File: src/rtl/b64le_pkg.sv
package b64le_pkg;

  localparam int LINE_CHARS_DEF = 76;
  localparam int LINE_W = 8;
  localparam int Q_DEPTH = 2;
  localparam int IDX_W = 3;

  localparam logic [7:0] CHAR_PAD = 8'h3D;
  localparam logic [7:0] CHAR_CR = 8'h0D;
  localparam logic [7:0] CHAR_LF = 8'h0A;

  localparam logic [IDX_W-1:0] IDX_LAST_GROUP = 3'd3;
  localparam logic [IDX_W-1:0] IDX_CR = 3'd4;
  localparam logic [IDX_W-1:0] IDX_LAST_CRLF = 3'd5;

  typedef struct packed {
    logic [7:0] data_byte;
    logic end_of_message;
  } in_beat_t;

  typedef struct packed {
    logic [7:0] out_char;
    logic run_last;
    logic message_done;
  } out_beat_t;

  typedef struct packed {
    logic [3:0][7:0] chars;
    logic crlf;
    logic eom;
  } job_t;

  function automatic logic [7:0] b64_char(input logic [5:0] v);
    logic [7:0] c;
    if (v < 6'd26) begin
      c = 8'h41 + {2'b00, v};
    end else if (v < 6'd52) begin
      c = 8'h61 + {2'b00, v} - 8'd26;
    end else if (v < 6'd62) begin
      c = 8'h30 + {2'b00, v} - 8'd52;
    end else if (v == 6'd62) begin
      c = 8'h2B;
    end else begin
      c = 8'h2F;
    end
    return c;
  endfunction

endpackage

File: src/rtl/base64_line_wrapped_encoder.sv
// Base64 encoder with line breaks after every LINE_CHARS characters of full groups.
// The input channel takes one message byte per beat, with end_of_message set on the
// final byte of a message. The output channel gives one ASCII character per beat.
// Bytes are held until a group of three is complete; that byte's beat then yields
// four characters, followed by CR LF when the line is full. The final byte of a
// message closes a partial group with '=' padding, which never counts toward the line.
// run_last marks the last character caused by an input byte, message_done the last
// character of the message.
// The first character of a group passes through the queue, the current-group
// register and the output register. Characters leave at one per cycle while groups
// are queued and the receiver is ready, so the output port sets the rate.
// A two-entry queue of encoded groups lets input continue while the receiver stalls;
// in_ready drops only when that queue is full, and no beat is lost or repeated.
// Synchronous reset clears the pending byte count, the line count, the queue, the
// current group and the output valid flag.
module base64_line_wrapped_encoder import b64le_pkg::*; #(
  parameter int LINE_CHARS = LINE_CHARS_DEF
) (
  input  logic      clk,
  input  logic      rst_n,
  input  logic      in_valid,
  output logic      in_ready,
  input  in_beat_t  in_data,
  output logic      out_valid,
  input  logic      out_ready,
  output out_beat_t out_data
);

  logic q_full;
  logic q_push;
  logic q_pop;
  logic q_nonempty;
  job_t push_job;
  job_t head_job;

  b64le_front #(
    .LINE_CHARS(LINE_CHARS)
  ) u_front (
    .clk(clk),
    .rst_n(rst_n),
    .in_valid(in_valid),
    .in_ready(in_ready),
    .in_data(in_data),
    .q_full(q_full),
    .q_push(q_push),
    .q_job(push_job)
  );

  b64le_fifo u_fifo (
    .clk(clk),
    .rst_n(rst_n),
    .push(q_push),
    .push_job(push_job),
    .full(q_full),
    .pop(q_pop),
    .nonempty(q_nonempty),
    .head_job(head_job)
  );

  b64le_back u_back (
    .clk(clk),
    .rst_n(rst_n),
    .q_nonempty(q_nonempty),
    .q_job(head_job),
    .q_pop(q_pop),
    .out_valid(out_valid),
    .out_ready(out_ready),
    .out_data(out_data)
  );

endmodule

File: src/rtl/b64le_front.sv
module b64le_front import b64le_pkg::*; #(
  parameter int LINE_CHARS = LINE_CHARS_DEF
) (
  input  logic     clk,
  input  logic     rst_n,
  input  logic     in_valid,
  output logic     in_ready,
  input  in_beat_t in_data,
  input  logic     q_full,
  output logic     q_push,
  output job_t     q_job
);

  logic [7:0] first_r, first_nxt;
  logic [7:0] second_r, second_nxt;
  logic [1:0] cnt_r, cnt_nxt;
  logic [LINE_W-1:0] line_r, line_nxt;
  logic [LINE_W-1:0] line_sum;
  logic [7:0] bx, by, bz;
  logic [5:0] s0, s1, s2, s3;
  logic pad2, pad3;
  logic accept;
  logic produce;

  assign in_ready = !q_full;
  assign accept = in_valid && in_ready;
  assign line_sum = line_r + LINE_W'(4);

  always_comb begin
    first_nxt = first_r;
    second_nxt = second_r;
    cnt_nxt = cnt_r;
    line_nxt = line_r;
    produce = 1'b0;
    bx = first_r;
    by = second_r;
    bz = in_data.data_byte;
    pad2 = 1'b0;
    pad3 = 1'b0;
    q_job.crlf = 1'b0;
    q_job.eom = in_data.end_of_message;
    if (cnt_r == 2'd2) begin
      produce = 1'b1;
      cnt_nxt = 2'd0;
      if (line_sum >= LINE_W'(LINE_CHARS)) begin
        q_job.crlf = 1'b1;
        line_nxt = '0;
      end else begin
        line_nxt = line_sum;
      end
      if (in_data.end_of_message) begin
        line_nxt = '0;
      end
    end else if (!in_data.end_of_message) begin
      if (cnt_r == 2'd0) begin
        first_nxt = in_data.data_byte;
      end else begin
        second_nxt = in_data.data_byte;
      end
      cnt_nxt = cnt_r + 2'd1;
    end else if (cnt_r == 2'd0) begin
      produce = 1'b1;
      bx = in_data.data_byte;
      by = 8'h00;
      pad2 = 1'b1;
      pad3 = 1'b1;
      cnt_nxt = 2'd0;
      line_nxt = '0;
    end else begin
      produce = 1'b1;
      by = in_data.data_byte;
      bz = 8'h00;
      pad3 = 1'b1;
      cnt_nxt = 2'd0;
      line_nxt = '0;
    end
    s0 = bx[7:2];
    s1 = {bx[1:0], by[7:4]};
    s2 = {by[3:0], bz[7:6]};
    s3 = bz[5:0];
    q_job.chars[0] = b64_char(s0);
    q_job.chars[1] = b64_char(s1);
    q_job.chars[2] = pad2 ? CHAR_PAD : b64_char(s2);
    q_job.chars[3] = pad3 ? CHAR_PAD : b64_char(s3);
  end

  assign q_push = accept && produce;

  always_ff @(posedge clk) begin
    if (!rst_n) begin
      cnt_r <= 2'd0;
      line_r <= '0;
    end else if (accept) begin
      cnt_r <= cnt_nxt;
      line_r <= line_nxt;
    end
  end

  always_ff @(posedge clk) begin
    if (accept) begin
      first_r <= first_nxt;
      second_r <= second_nxt;
    end
  end

  a_cnt_range: assert property (@(posedge clk) disable iff (!rst_n) cnt_r != 2'd3)
    else $error("pending count out of range");

  a_eom_clears: assert property (@(posedge clk) disable iff (!rst_n)
      accept && in_data.end_of_message |=> cnt_r == 2'd0 && line_r == '0)
    else $error("state not cleared after the last byte");

  a_line_below: assert property (@(posedge clk) disable iff (!rst_n)
      line_r < LINE_W'(LINE_CHARS))
    else $error("line count reached the line length");

endmodule

File: src/rtl/b64le_fifo.sv
module b64le_fifo import b64le_pkg::*; (
  input  logic clk,
  input  logic rst_n,
  input  logic push,
  input  job_t push_job,
  output logic full,
  input  logic pop,
  output logic nonempty,
  output job_t head_job
);

  localparam int PTR_W = (Q_DEPTH > 1) ? $clog2(Q_DEPTH) : 1;
  localparam int CNT_W = $clog2(Q_DEPTH + 1);

  job_t mem_r [Q_DEPTH];
  logic [PTR_W-1:0] wr_ptr_r, rd_ptr_r;
  logic [CNT_W-1:0] cnt_r;

  assign full = cnt_r == CNT_W'(Q_DEPTH);
  assign nonempty = cnt_r != '0;
  assign head_job = mem_r[rd_ptr_r];

  always_ff @(posedge clk) begin
    if (!rst_n) begin
      wr_ptr_r <= '0;
      rd_ptr_r <= '0;
      cnt_r <= '0;
    end else begin
      if (push) begin
        wr_ptr_r <= (wr_ptr_r == PTR_W'(Q_DEPTH - 1)) ? '0 : wr_ptr_r + 1'b1;
      end
      if (pop) begin
        rd_ptr_r <= (rd_ptr_r == PTR_W'(Q_DEPTH - 1)) ? '0 : rd_ptr_r + 1'b1;
      end
      if (push && !pop) begin
        cnt_r <= cnt_r + 1'b1;
      end else if (pop && !push) begin
        cnt_r <= cnt_r - 1'b1;
      end
    end
  end

  always_ff @(posedge clk) begin
    if (push) begin
      mem_r[wr_ptr_r] <= push_job;
    end
  end

  a_no_overflow: assert property (@(posedge clk) disable iff (!rst_n) !(push && full))
    else $error("push into a full queue");

  a_no_underflow: assert property (@(posedge clk) disable iff (!rst_n) !(pop && !nonempty))
    else $error("pop from an empty queue");

endmodule

File: src/rtl/b64le_back.sv
module b64le_back import b64le_pkg::*; (
  input  logic      clk,
  input  logic      rst_n,
  input  logic      q_nonempty,
  input  job_t      q_job,
  output logic      q_pop,
  output logic      out_valid,
  input  logic      out_ready,
  output out_beat_t out_data
);

  job_t cur_r;
  logic cur_vld_r;
  logic [IDX_W-1:0] idx_r;
  logic out_vld_r;
  out_beat_t out_r, out_nxt;
  logic slot_free;
  logic emit;
  logic is_last;

  assign slot_free = !out_vld_r || out_ready;
  assign emit = cur_vld_r && slot_free;
  assign is_last = idx_r == (cur_r.crlf ? IDX_LAST_CRLF : IDX_LAST_GROUP);
  assign q_pop = q_nonempty && (!cur_vld_r || (emit && is_last));

  always_comb begin
    out_nxt.run_last = is_last;
    out_nxt.message_done = is_last && cur_r.eom;
    case (idx_r)
      IDX_CR: out_nxt.out_char = CHAR_CR;
      IDX_LAST_CRLF: out_nxt.out_char = CHAR_LF;
      default: out_nxt.out_char = cur_r.chars[idx_r[1:0]];
    endcase
  end

  always_ff @(posedge clk) begin
    if (!rst_n) begin
      cur_vld_r <= 1'b0;
      idx_r <= '0;
      out_vld_r <= 1'b0;
    end else begin
      if (q_pop) begin
        cur_vld_r <= 1'b1;
        idx_r <= '0;
      end else if (emit) begin
        if (is_last) begin
          cur_vld_r <= 1'b0;
          idx_r <= '0;
        end else begin
          idx_r <= idx_r + 1'b1;
        end
      end
      if (slot_free) begin
        out_vld_r <= emit;
      end
    end
  end

  always_ff @(posedge clk) begin
    if (q_pop) begin
      cur_r <= q_job;
    end
    if (emit) begin
      out_r <= out_nxt;
    end
  end

  assign out_valid = out_vld_r;
  assign out_data = out_r;

  a_idle_index: assert property (@(posedge clk) disable iff (!rst_n) !cur_vld_r |-> idx_r == '0)
    else $error("character index not at start while idle");

  a_done_is_last: assert property (@(posedge clk) disable iff (!rst_n)
      out_vld_r && out_r.message_done |-> out_r.run_last)
    else $error("message end not on the last beat of a byte");

endmodule
File: config.mk
export PLATFORM = sky130hd
export DESIGN_NAME = base64_line_wrapped_encoder
export DESIGN_NICKNAME = d
export VERILOG_FILES = /design/src/rtl/b64le_pkg.sv /design/src/rtl/base64_line_wrapped_encoder.sv /design/src/rtl/b64le_front.sv /design/src/rtl/b64le_fifo.sv /design/src/rtl/b64le_back.sv
export SDC_FILE = /design/constraint.sdc
export NUM_CORES = 1
export LEC_CHECK = 0
export BUFFER_PORTS_ARGS = -buffer_cell sky130_fd_sc_hd__buf_2
export CORE_MARGIN = 3
export CORE_UTILIZATION = 52
export DETAILED_ROUTE_END_ITERATION = 12
export PLACE_DENSITY = 0.76
export SETUP_SLACK_MARGIN = 0.1
export SLEW_MARGIN = 10
export SYNTH_ARGS = -nofsm -noshare
export SYNTH_HDL_FRONTEND = slang
export SYNTH_SLANG_ARGS = --single-unit
File: constraint.sdc
create_clock -name clk -period 5.68 [get_ports clk]
set_input_delay 0.568 -clock clk [delete_from_list [all_inputs] [get_ports clk]]
set_output_delay 0.568 -clock clk [all_outputs]
set_load 0.1 [all_outputs]
==> flow_metrics.py, run 1 <==
metrics = {
    "logic_synthesis": {
        "syn-cell-area_um2": 7800,
        "yosys-top-cells-count": "edfxtp_1 (128), nand2_1 (47), mux2_2 (42), inv_1 (39), ha_1 (37)",
        "synth.ff_latch_count": 145,
        "synth_flop_cell": "edfxtp_1",
        "synthCells": 641,
        "synth_top_cell_by_area": "edfxtp_1",
        "avgSynthCellArea_um2": 12.2,
        "yosysMostFrequentCell": "edfxtp_1",
        "synth_edf_count": 128,
        "ys_types": 75,
        "ys_warn_count": 0,
        "async_flop_share_pct": 0,
        "synth_area_leaders": "edfxtp_1 (49%), mux2_2 (6.1%), ha_1 (5.9%)",
        "synthesis.nets": 691,
        "yosysSeqAreaShare_pct": 53.6,
        "synth_top_area_share_pct": 49.3,
    },
    "sta": {
        "min_period_ps": 3880,
        "slew_headroom_pct": 31.4,
        "hold_violations": 0,
        "tightest_slew_ps": 1020,
        "period_share_pct": 68.3,
        "max_freq_mhz": 258,
        "setup-violations-final": 0,
        "finalMaxSlewViolations": 0,
        "finClkSkew_ps": 10.5,
        "rsz0062_at_grt": "no",
        "fin_ws_ps": 1800,
        "setup_tns_ps": 0,
    },
    "die": {
        "chipHeight_um": 128,
        "row_count": 44,
        "io_pins": 25,
        "initial_core_util_pct": 53.5,
        "core_um2": 14600,
        "floorplan.die_area_um2": 16500,
        "die_w_um": 128,
    },
    "worst_setup_path": {
        "worst_r2r_endpoint": "u_fifo.mem_r[0][13]",
        "path_class": "register to register",
        "cp_data_required_time_ps": 5940,
        "ff2ff_setup_slack_ps": 1800,
        "r2r-start": "u_front.cnt_r[0]",
        "reg2reg_depth": 11,
        "cp_max_fo": 21,
        "endpoint_kind": "register",
        "crit_arrival_ps": 4140,
        "start_kind": "register",
    },
    "layout": {
        "final_cells": 854,
        "finalNetCount": 707,
        "antenna_cells": 0,
        "fin_area_um2": 8610,
        "syn_to_final_growth_pct": 10.4,
        "drive_gt1_share_pct": 21.0,
    },
    "power": {
        "power_density_nw_per_um2": 422,
        "leakage_uw": 0.00314,
        "power_frac_seq_pct": 41.9,
        "p_int_uw": 2420,
        "p_sw_uw": 1210,
        "sw_frac_of_total_pct": 33.3,
        "vdd_ir_drop_max_mv": 0.346,
        "power_frac_comb_pct": 28.4,
        "clock_power_share_pct": 29.7,
    },
    "route": {
        "drt_wl_total_um": 15300,
        "antenna_left": 0,
        "dr.pass1.iters": 5,
        "post_drt_wl_per_cell_um": 18.0,
        "routed-via-count": 5052,
        "drc": 0,
        "vias_per_cell": 5.92,
        "initialDrtViolationCount": 428,
    },
    "worst_hold_path": {
        "hold-path-endpoint": "u_back.out_valid",
        "worstHoldStart": "out_ready",
        "hold_class": "primary input to register",
        "hold_depth": 3,
    },
    "place": {
        "numPortBuffers": 24,
        "place_area_um2": 8030,
        "dp.final_hpwl_um": 10700,
        "place_congestion": 0.861,
        "dp_slack_ps": 1840,
        "placedCellCount": 822,
    },
    "clock_tree": {
        "clock_sinks": 145,
        "cts-hold-fix-buffers": 0,
        "cts_setup_buffers": 0,
        "cts_tree": "done",
        "cts-buffers-inserted": 17,
        "clk_latency_ps": 420,
        "clk_pin_slew_ps": 60,
        "postCtsResizedCells": 0,
        "cts-root-buf": "clkbuf_16",
        "htreeDepth": 4,
        "cts.path.max_buffers": 2,
    },
    "global_route": {
        "grt_pass1_wl_um": 25000,
        "grt_pass1_vias": 4796,
        "grt.overflow.total": 0,
        "grt_antenna_before_repair": 0,
        "grt_use_total_pct": 19.6,
        "grt_max_degree": 36,
    },
    "job": {
        "max_cap_viol_count": 0,
    },
    "outcome": {
        "status": "complete, no violations",
    },
}
-- routing by layer --
metal	up-vias	share of wire (%)	track usage, %
li1	2433	-	-
met1	2437	47	26.9
met3	14	5.3	4.73
met2	168	47	31.2
met5	-	0	0
met4	0	1.0	5.99
-- layout by cell type, fill, tap and decap left out, types with 7 or more instances in the layout --
master and instances:
a21oi_1 27, buf_2 24, clkbuf_16 17, dfxtp_1 17, edfxtp_1 128, ha_1 37, inv_1 39, mux2_2 42
mux2i_1 9, mux4_2 8, nand2_1 47, nand2b_1 7, nand3_1 16, nor2_1 34, nor2b_1 13, nor3_1 8
o211ai_1 8, o21ai_0 20, o21ai_1 10, o31ai_1 7, xnor2_1 10, xor2_1 9
-- final cells by class --
class	count	area (um2)
flip-flops and latches	145	4180
multi-input cells	421	3290
repair buffers	30	165
clock inverters	13	129
fillers	1134	5980
inverters	42	158
well taps	184	230
clock buffers	19	453
-- sequential cells by signal, indices dropped and copies added (netlist names) --
register / flops
u_front.first_r: 8
u_fifo.rd_ptr_r: 1
u_front.line_r: 6
u_back.idx_r: 3
u_back.out_data: 10
u_fifo.cnt_r: 2
u_front.second_r: 8
u_front.cnt_r: 2
u_fifo.mem_r: 68
u_back.out_valid: 1
u_fifo.wr_ptr_r: 1
u_back.cur_r: 34
u_back.cur_vld_r: 1
-- power by group through the flow --
stage / clock network [uW] / logic [uW] / registers [uW]
floorplan: 0 / 659 / 1700
global placement: 0 / 1010 / 1540
detailed placement: 0 / 1030 / 1550
CTS: 1100 / 1030 / 1530
global route: 1140 / 1120 / 1540
finish: 1080 / 1030 / 1520
-- kinds of logic (layout without fill, tap and decap cells) --
kind of cell | count (synthesis) | after routing | synth area share (%)
XOR/XNOR | 19 | 19 | 2.13
flip-flops | 145 | 145 | 53.7
multiplexers | 66 | 66 | 11.0
AO/OA/AOI/OAI | 133 | 133 | 12.1
adder cells (fa/ha/maj) | 37 | 37 | 5.94
buffers and inverters | 75 | 104 | 4.20
AND/OR/NAND/NOR | 166 | 166 | 11.0
-- worst max-delay path, stage by stage (launching register included) --
cell and delay [ps]:
dfxtp_1 300, inv_1 110, ha_1 650, nand3b_2 550, mux2i_1 570, inv_1 170, ha_1 230, nand2_1 110
o211ai_4 210, mux2_4 370, a311oi_2 260, a2bb2oi_2 180
-- worst max-delay path by stage --
stage | to | from | slack (ps) | cells past startpoint
floorplan | u_fifo.mem_r[0][0] | u_fifo.cnt_r[0] | 1990 | 3
global placement | u_fifo.mem_r[0][13] | in_data[0] | 1950 | 10
detailed placement | u_fifo.mem_r[1][13] | u_front.cnt_r[0] | 1840 | 11
CTS | u_fifo.mem_r[0][13] | u_front.cnt_r[0] | 1800 | 11
global route | u_fifo.mem_r[0][13] | u_front.cnt_r[0] | 1450 | 11
finish | u_fifo.mem_r[0][13] | u_front.cnt_r[0] | 1800 | 11
-- metrics by stage --
step | utilization [%] | power, uW | hold WS, ps
after floorplan | - | 2360 | 448
after global placement | 55.0 | 2550 | 458
after detailed placement | 55.0 | 2580 | 480
after CTS | 59.0 | 3660 | 433
after global routing | 59.0 | 3810 | 454
final | 59.0 | 3630 | 450
(Power assumes the default switching activity.)
==> run 2, diff against run 1 <==
==> constraint.sdc (replaced) <==
create_clock -name clk -period 3.9 [get_ports clk]
set_input_delay 0.39 -clock clk [delete_from_list [all_inputs] [get_ports clk]]
set_output_delay 0.39 -clock clk [all_outputs]
set_load 0.1 [all_outputs]
==> run 2 against run 1 <==
Critical path depth is the same. Cell count rose by 0.23%. First-iteration DRC count decreased by 14%. Combinational power increased by 42%. Sequential share of layout area decreased by 0.29 points. Total power is 49% higher. Routed wire length up 1.7%. Utilization up 0.37 points. Clock skew fell by 0.90 ps. Register-to-register slack lost 1400 ps.
==> flow_metrics.py, run 2 (synthesized netlist as in run 1, its figures left out) <==
metrics = {
    "global_route": {
        "grt_pass1_vias": 4869,
        "grt_antenna_before_repair": 0,
        "grt_max_degree": 36,
        "gr-usage-met2_pct": 32.6,
        "grt_use_met1_pct": 27.3,
        "grtUsageMet3_pct": 4.23,
        "grt_use_total_pct": 20.1,
        "grt_pass1_wl_um": 25500,
        "grt.overflow.total": 0,
        "gr-max-usage-layer": "met2",
    },
    "layout": {
        "regMostFlops": "u_fifo.mem_r",
        "antenna_cells": 0,
        "syn_to_final_growth_pct": 11.1,
        "n_fill_cell": 1146,
        "final_cell_mix": "edfxtp_1 (128), nand2_1 (47), mux2_2 (42)",
        "final_common_cell": "edfxtp_1",
        "finalNetCount": 710,
        "seq_area_um2": 4190,
        "drive_gt1_share_pct": 21.0,
        "largest_register_ffs": 68,
        "multiInputGateArea_um2": 3290,
        "utilization_pct": 59.4,
    },
    "worst_setup_path": {
        "start_kind": "register",
        "path_class": "register to register",
        "cp_data_required_time_ps": 3970,
        "path_cells": "inv_1, ha_1, nor2b_1, buf_4, mux2i_1, inv_2, ha_1, nor2b_1, nand2_1, o21ai_1, o311ai_0",
        "cp_max_fo": 14,
        "cp_slowest_cell": "nor2b_1",
        "crit_arrival_ps": 3530,
        "endpoint_kind": "register",
        "critPathMaxStageDelay_ps": 490,
    },
    "clock_tree": {
        "cts-hold-fix-buffers": 0,
        "clk_latency_ps": 420,
        "cts_setup_buffers": 0,
        "htreeDepth": 4,
        "cts_tree": "done",
        "postCtsResizedCells": 0,
        "clock_sinks": 145,
        "cts-buffers-inserted": 17,
        "cts-root-buf": "clkbuf_16",
        "cts.path.max_buffers": 2,
        "clk_pin_slew_ps": 60,
    },
    "outcome": {
        "status": "complete, no violations",
    },
    "sta": {
        "setup_tns_ps": 0,
        "tightest_slew_ps": 1040,
        "whs_ps": 279,
        "setup-violations-final": 0,
        "fin_ws_ps": 433,
        "finalMaxSlewViolations": 0,
        "max_freq_mhz": 288,
        "finClkSkew_ps": 9.56,
        "rsz0062_at_grt": "no",
        "min_period_ps": 3470,
        "slew_headroom_pct": 29.9,
        "period_share_pct": 88.9,
        "hold_violations": 0,
    },
    "die": {
        "die_w_um": 128,
        "core_um2": 14600,
        "floorplan.die_area_um2": 16500,
        "initial_core_util_pct": 53.5,
        "row_count": 44,
        "io_pins": 25,
        "chipHeight_um": 128,
    },
    "power": {
        "power_uw": 5410,
        "vdd_ir_drop_max_mv": 0.333,
        "power_density_nw_per_um2": 625,
        "leakage_uw": 0.00316,
    },
    "route": {
        "antenna_left": 0,
        "dr.pass1.iters": 5,
        "initialDrtViolationCount": 369,
        "drc": 0,
        "drt_wl_total_um": 15600,
        "routed-via-count": 5034,
        "post_drt_wl_per_cell_um": 18.2,
        "vias_per_cell": 5.88,
    },
    "place": {
        "dp.final_hpwl_um": 11000,
        "dp_slack_ps": 494,
        "place_congestion": 0.905,
        "numPortBuffers": 24,
    },
    "job": {
        "max_cap_viol_count": 0,
    },
    "worst_hold_path": {
        "hold_class": "primary input to register",
    },
}
run 2: changes by cell type in the layout (fill, tap and decap cells not counted), sizes merged:
cell / previous run / this run
clkinv: 5 / 3
clkbuf: 19 / 18
clkinvlp: 3 / 2
buf: 30 / 33
bufinv: 1 / 4
run 2: layer usage:
layer | vias to the layer above | part of all wire [%]
met5 | - | 0
met4 | 0 | 1.4
met3 | 18 | 3.8
met2 | 126 | 49
met1 | 2464 | 46
li1 | 2426 | -
run 2: worst paths after layout:
path,start,to,slack [ps],cells past startpoint
worst min register to register,u_back.cur_vld_r,u_back.out_valid,470,2
worst max register to register,u_front.cnt_r[0],u_fifo.mem_r[0][18],430,11
worst min-delay path,out_ready,u_back.out_valid,280,3
worst max-delay path,u_front.cnt_r[0],u_fifo.mem_r[0][18],430,11
run 2: critical path, delay by kind of cell, from the launching register on:
| kind | cells | cell delay [ps] |
|---|---|---|
| muxes | 1 | 200 |
| AOI/OAI and AO/OA | 2 | 450 |
| buffers and inverters | 3 | 480 |
| DFF | 1 | 310 |
| and+or+nand+nor | 3 | 1150 |
| adders and majority gates | 2 | 540 |
run 2: report_power, final:
part	switching, uW	internal, uW	leakage (uW)
logic	948	509	0.00155
registers	180	2100	0.00132
clock network	610	1070	0.000293
run 2: per-stage QoR:
step	instances	area (um2)
after CTS	856	8660
final	856	8660
after global placement	825	8050
after floorplan	641	7800
after detailed placement	825	8050
after global routing	856	8660
run 2: final cells by class:
| class | instances | area share (%) |
|---|---|---|
| clock inverters | 13 | 2.11 |
| inverters | 42 | 1.82 |
| well taps | 184 | 2.66 |
| flip-flops and latches | 145 | 48.3 |
| clock buffers | 18 | 4.95 |
| repair buffers | 33 | 2.17 |
| multi-input cells | 421 | 38.0 |
==> run 3, diff against run 2 <==
--- a/config.mk
+++ b/config.mk
@@ -14,4 +14,5 @@
 export SLEW_MARGIN = 10
 export SYNTH_ARGS = -nofsm -noshare
 export SYNTH_HDL_FRONTEND = slang
+export SYNTH_HIERARCHICAL = 1
 export SYNTH_SLANG_ARGS = --single-unit
==> run 3 against run 2 <==
Synthesized cell count shrank 8.0%. Design area shrank 5.1%. Sequential power shrank 2%. Critical path type unchanged. Largest cell class unchanged.
==> flow_metrics.py, run 3 <==
metrics = {
    "global_route": {
        "grt_pass1_vias": 4534,
        "grt_use_total_pct": 19.1,
        "grt.overflow.total": 0,
        "grt_antenna_before_repair": 0,
        "grt_max_degree": 36,
        "grt_pass1_wl_um": 23500,
    },
    "die": {
        "io_pins": 25,
        "initial_core_util_pct": 54.6,
        "chipHeight_um": 125,
        "row_count": 42,
        "die_w_um": 125,
        "core_um2": 13600,
        "floorplan.die_area_um2": 15700,
    },
    "sta": {
        "setup_tns_ps": 0,
        "max_freq_mhz": 291,
        "hold_violations": 0,
        "setup-violations-final": 0,
        "slew_headroom_pct": 45.7,
        "finClkSkew_ps": 7.91,
        "min_period_ps": 3440,
        "rsz0062_at_grt": "no",
        "finalMaxSlewViolations": 0,
        "period_share_pct": 88.2,
        "whs_ps": 290,
        "tightest_slew_ps": 814,
    },
    "place": {
        "numPortBuffers": 24,
        "placedCellCount": 774,
        "place_area_um2": 7680,
        "place_congestion": 0.872,
        "dp.final_hpwl_um": 10000,
    },
    "route": {
        "initialDrtViolationCount": 483,
        "post_drt_wl_per_cell_um": 17.7,
        "drt_wl_total_um": 14300,
        "dr.pass1.iters": 5,
        "drc": 0,
        "routed-via-count": 4647,
        "vias_per_cell": 5.77,
        "antenna_left": 0,
    },
    "worst_setup_path": {
        "cp_data_required_time_ps": 4060,
        "crit_arrival_ps": 3600,
        "start_kind": "register",
        "path_class": "register to register",
        "path_cells": "inv_1, ha_1, and3b_1, buf_4, mux2i_1, inv_1, ha_1, a221oi_1, a22oi_2, a211oi_1, a311o_1, a22oi_2",
        "cp_max_fo": 16,
        "critPathMaxStageDelay_ps": 400,
        "startpoint": "u_front/cnt_r[0]",
        "cp_slowest_cell": "mux2i_1",
        "r2r-start": "u_front/cnt_r[0]",
        "endpoint_kind": "register",
    },
    "logic_synthesis": {
        "synth_flop_cell": "edfxtp_1",
        "synth_xor_area_share_pct": 1.42,
        "syn-cell-area_um2": 7400,
        "yosysMostFrequentCell": "edfxtp_1",
        "synthesis.nets": 627,
        "muxShareOfSynthArea_pct": 12.0,
        "synth_compound_area_share_pct": 9.61,
        "yosys.area_share.simple_pct": 12.5,
        "synthAdderAreaFrac_pct": 4.06,
        "synth.ff_latch_count": 146,
        "yosys-top-cells-count": "edfxtp_1 (128), nand2_1 (48), mux2_2 (44), nor2_1 (33), inv_1 (30)",
        "ys_types": 72,
        "synth_edf_count": 128,
        "synth_area_leaders": "edfxtp_1 (52%), mux2_2 (6.7%), dfxtp_1 (4.9%)",
        "synth_top_family_by_area": "simple AND/OR/NAND/NOR gates",
        "synth_top_cell_by_area": "edfxtp_1",
        "yosysSeqAreaShare_pct": 56.8,
        "avgSynthCellArea_um2": 12.5,
        "ys_warn_count": 6,
        "synthCells": 590,
        "async_flop_share_pct": 0,
        "synth_top_area_share_pct": 52.0,
    },
    "clock_tree": {
        "clk_pin_slew_ps": 60,
        "postCtsResizedCells": 0,
        "cts_setup_buffers": 0,
        "htreeDepth": 4,
        "clock_sinks": 146,
        "clk_latency_ps": 420,
        "cts-buffers-inserted": 17,
        "cts-hold-fix-buffers": 0,
        "cts.path.max_buffers": 2,
        "cts_tree": "done",
        "cts-root-buf": "clkbuf_16",
    },
    "layout": {
        "syn_to_final_growth_pct": 11.2,
        "fin_area_um2": 8230,
        "final_cells": 806,
        "regMostFlops": "u_fifo/mem_r",
        "largest_register_ffs": 68,
        "final_cell_mix": "edfxtp_1 (128), nand2_1 (48), mux2_2 (44)",
        "n_fill_cell": 1090,
        "final_common_cell": "edfxtp_1",
        "drive_gt1_share_pct": 22.4,
        "antenna_cells": 0,
        "finalNetCount": 654,
    },
    "power": {
        "p_int_uw": 3490,
        "power_frac_seq_pct": 43.3,
        "power_uw": 5150,
        "vdd_ir_drop_max_mv": 0.269,
        "power_density_nw_per_um2": 626,
        "power_frac_comb_pct": 28.1,
        "p_sw_uw": 1660,
        "leakage_uw": 0.00299,
        "sw_frac_of_total_pct": 32.2,
        "clock_power_share_pct": 28.6,
    },
    "worst_hold_path": {
        "hold_class": "primary input to register",
        "worstHoldStart": "out_ready",
    },
    "job": {
        "max_cap_viol_count": 0,
    },
    "outcome": {
        "status": "complete, no violations",
    },
}
run 3: final cells by class:
cell class	count	area (um2)	share of cell area, %
clock buffers	25	495	6.02
clock inverters	7	47.5	0.578
inverters	30	113	1.37
multi-input cells	386	2940	35.7
flip-flops and latches	146	4200	51.1
well taps	176	220	2.68
repair buffers	36	210	2.56
run 3: cell families (layout without fill, tap and decap cells):
family	count (synthesis)	in the layout
and+or+nand+nor	175	175
AOI/OAI and AO/OA	103	103
other	1	1
adders and majority gates	24	24
muxes	71	71
DFF	146	146
xor gates and xnor gates	12	12
buffers and inverters	58	98
run 3: routing by layer:
layer  vias up  wire, um  track usage, %
met5         -         0               0
met4         0       299            6.89
met3        26       706            4.65
met2       125      6710            30.0
met1      2241      6570            26.3
li1       2255         -               -
run 3: final timing paths:
check	slack, ps	end	cells after the start
max	460	u_fifo/mem_r[0][5]	12
min	290	u_back/out_valid	3
max reg2reg	460	u_fifo/mem_r[0][5]	12
min reg2reg	480	u_front/line_r[7]	1
run 3: power groups by stage:
stage               Clock, uW  Combinational [uW]  Sequential, uW
global route             1570                1570            2260
CTS                      1500                1460            2240
global placement            0                1410            2260
floorplan                   0                 914            2490
detailed placement          0                1450            2270
finish                   1470                1450            2230
run 3: metrics by stage:
step	utilization, %	setup slack [ps]
floorplan	-	568
global placement	56.7	690
detailed placement	56.7	518
CTS	60.7	509
global route	60.7	243
finish	60.7	460
run 3: worst max-delay path: cells and delay by family, from the launching register on:
kind | cells | cell delay, ps
adders and majority gates | 2 | 690
AOI/OAI and AO/OA | 5 | 1010
buffers and inverters | 3 | 400
muxes | 1 | 400
and+or+nand+nor | 1 | 370
DFF | 1 | 310
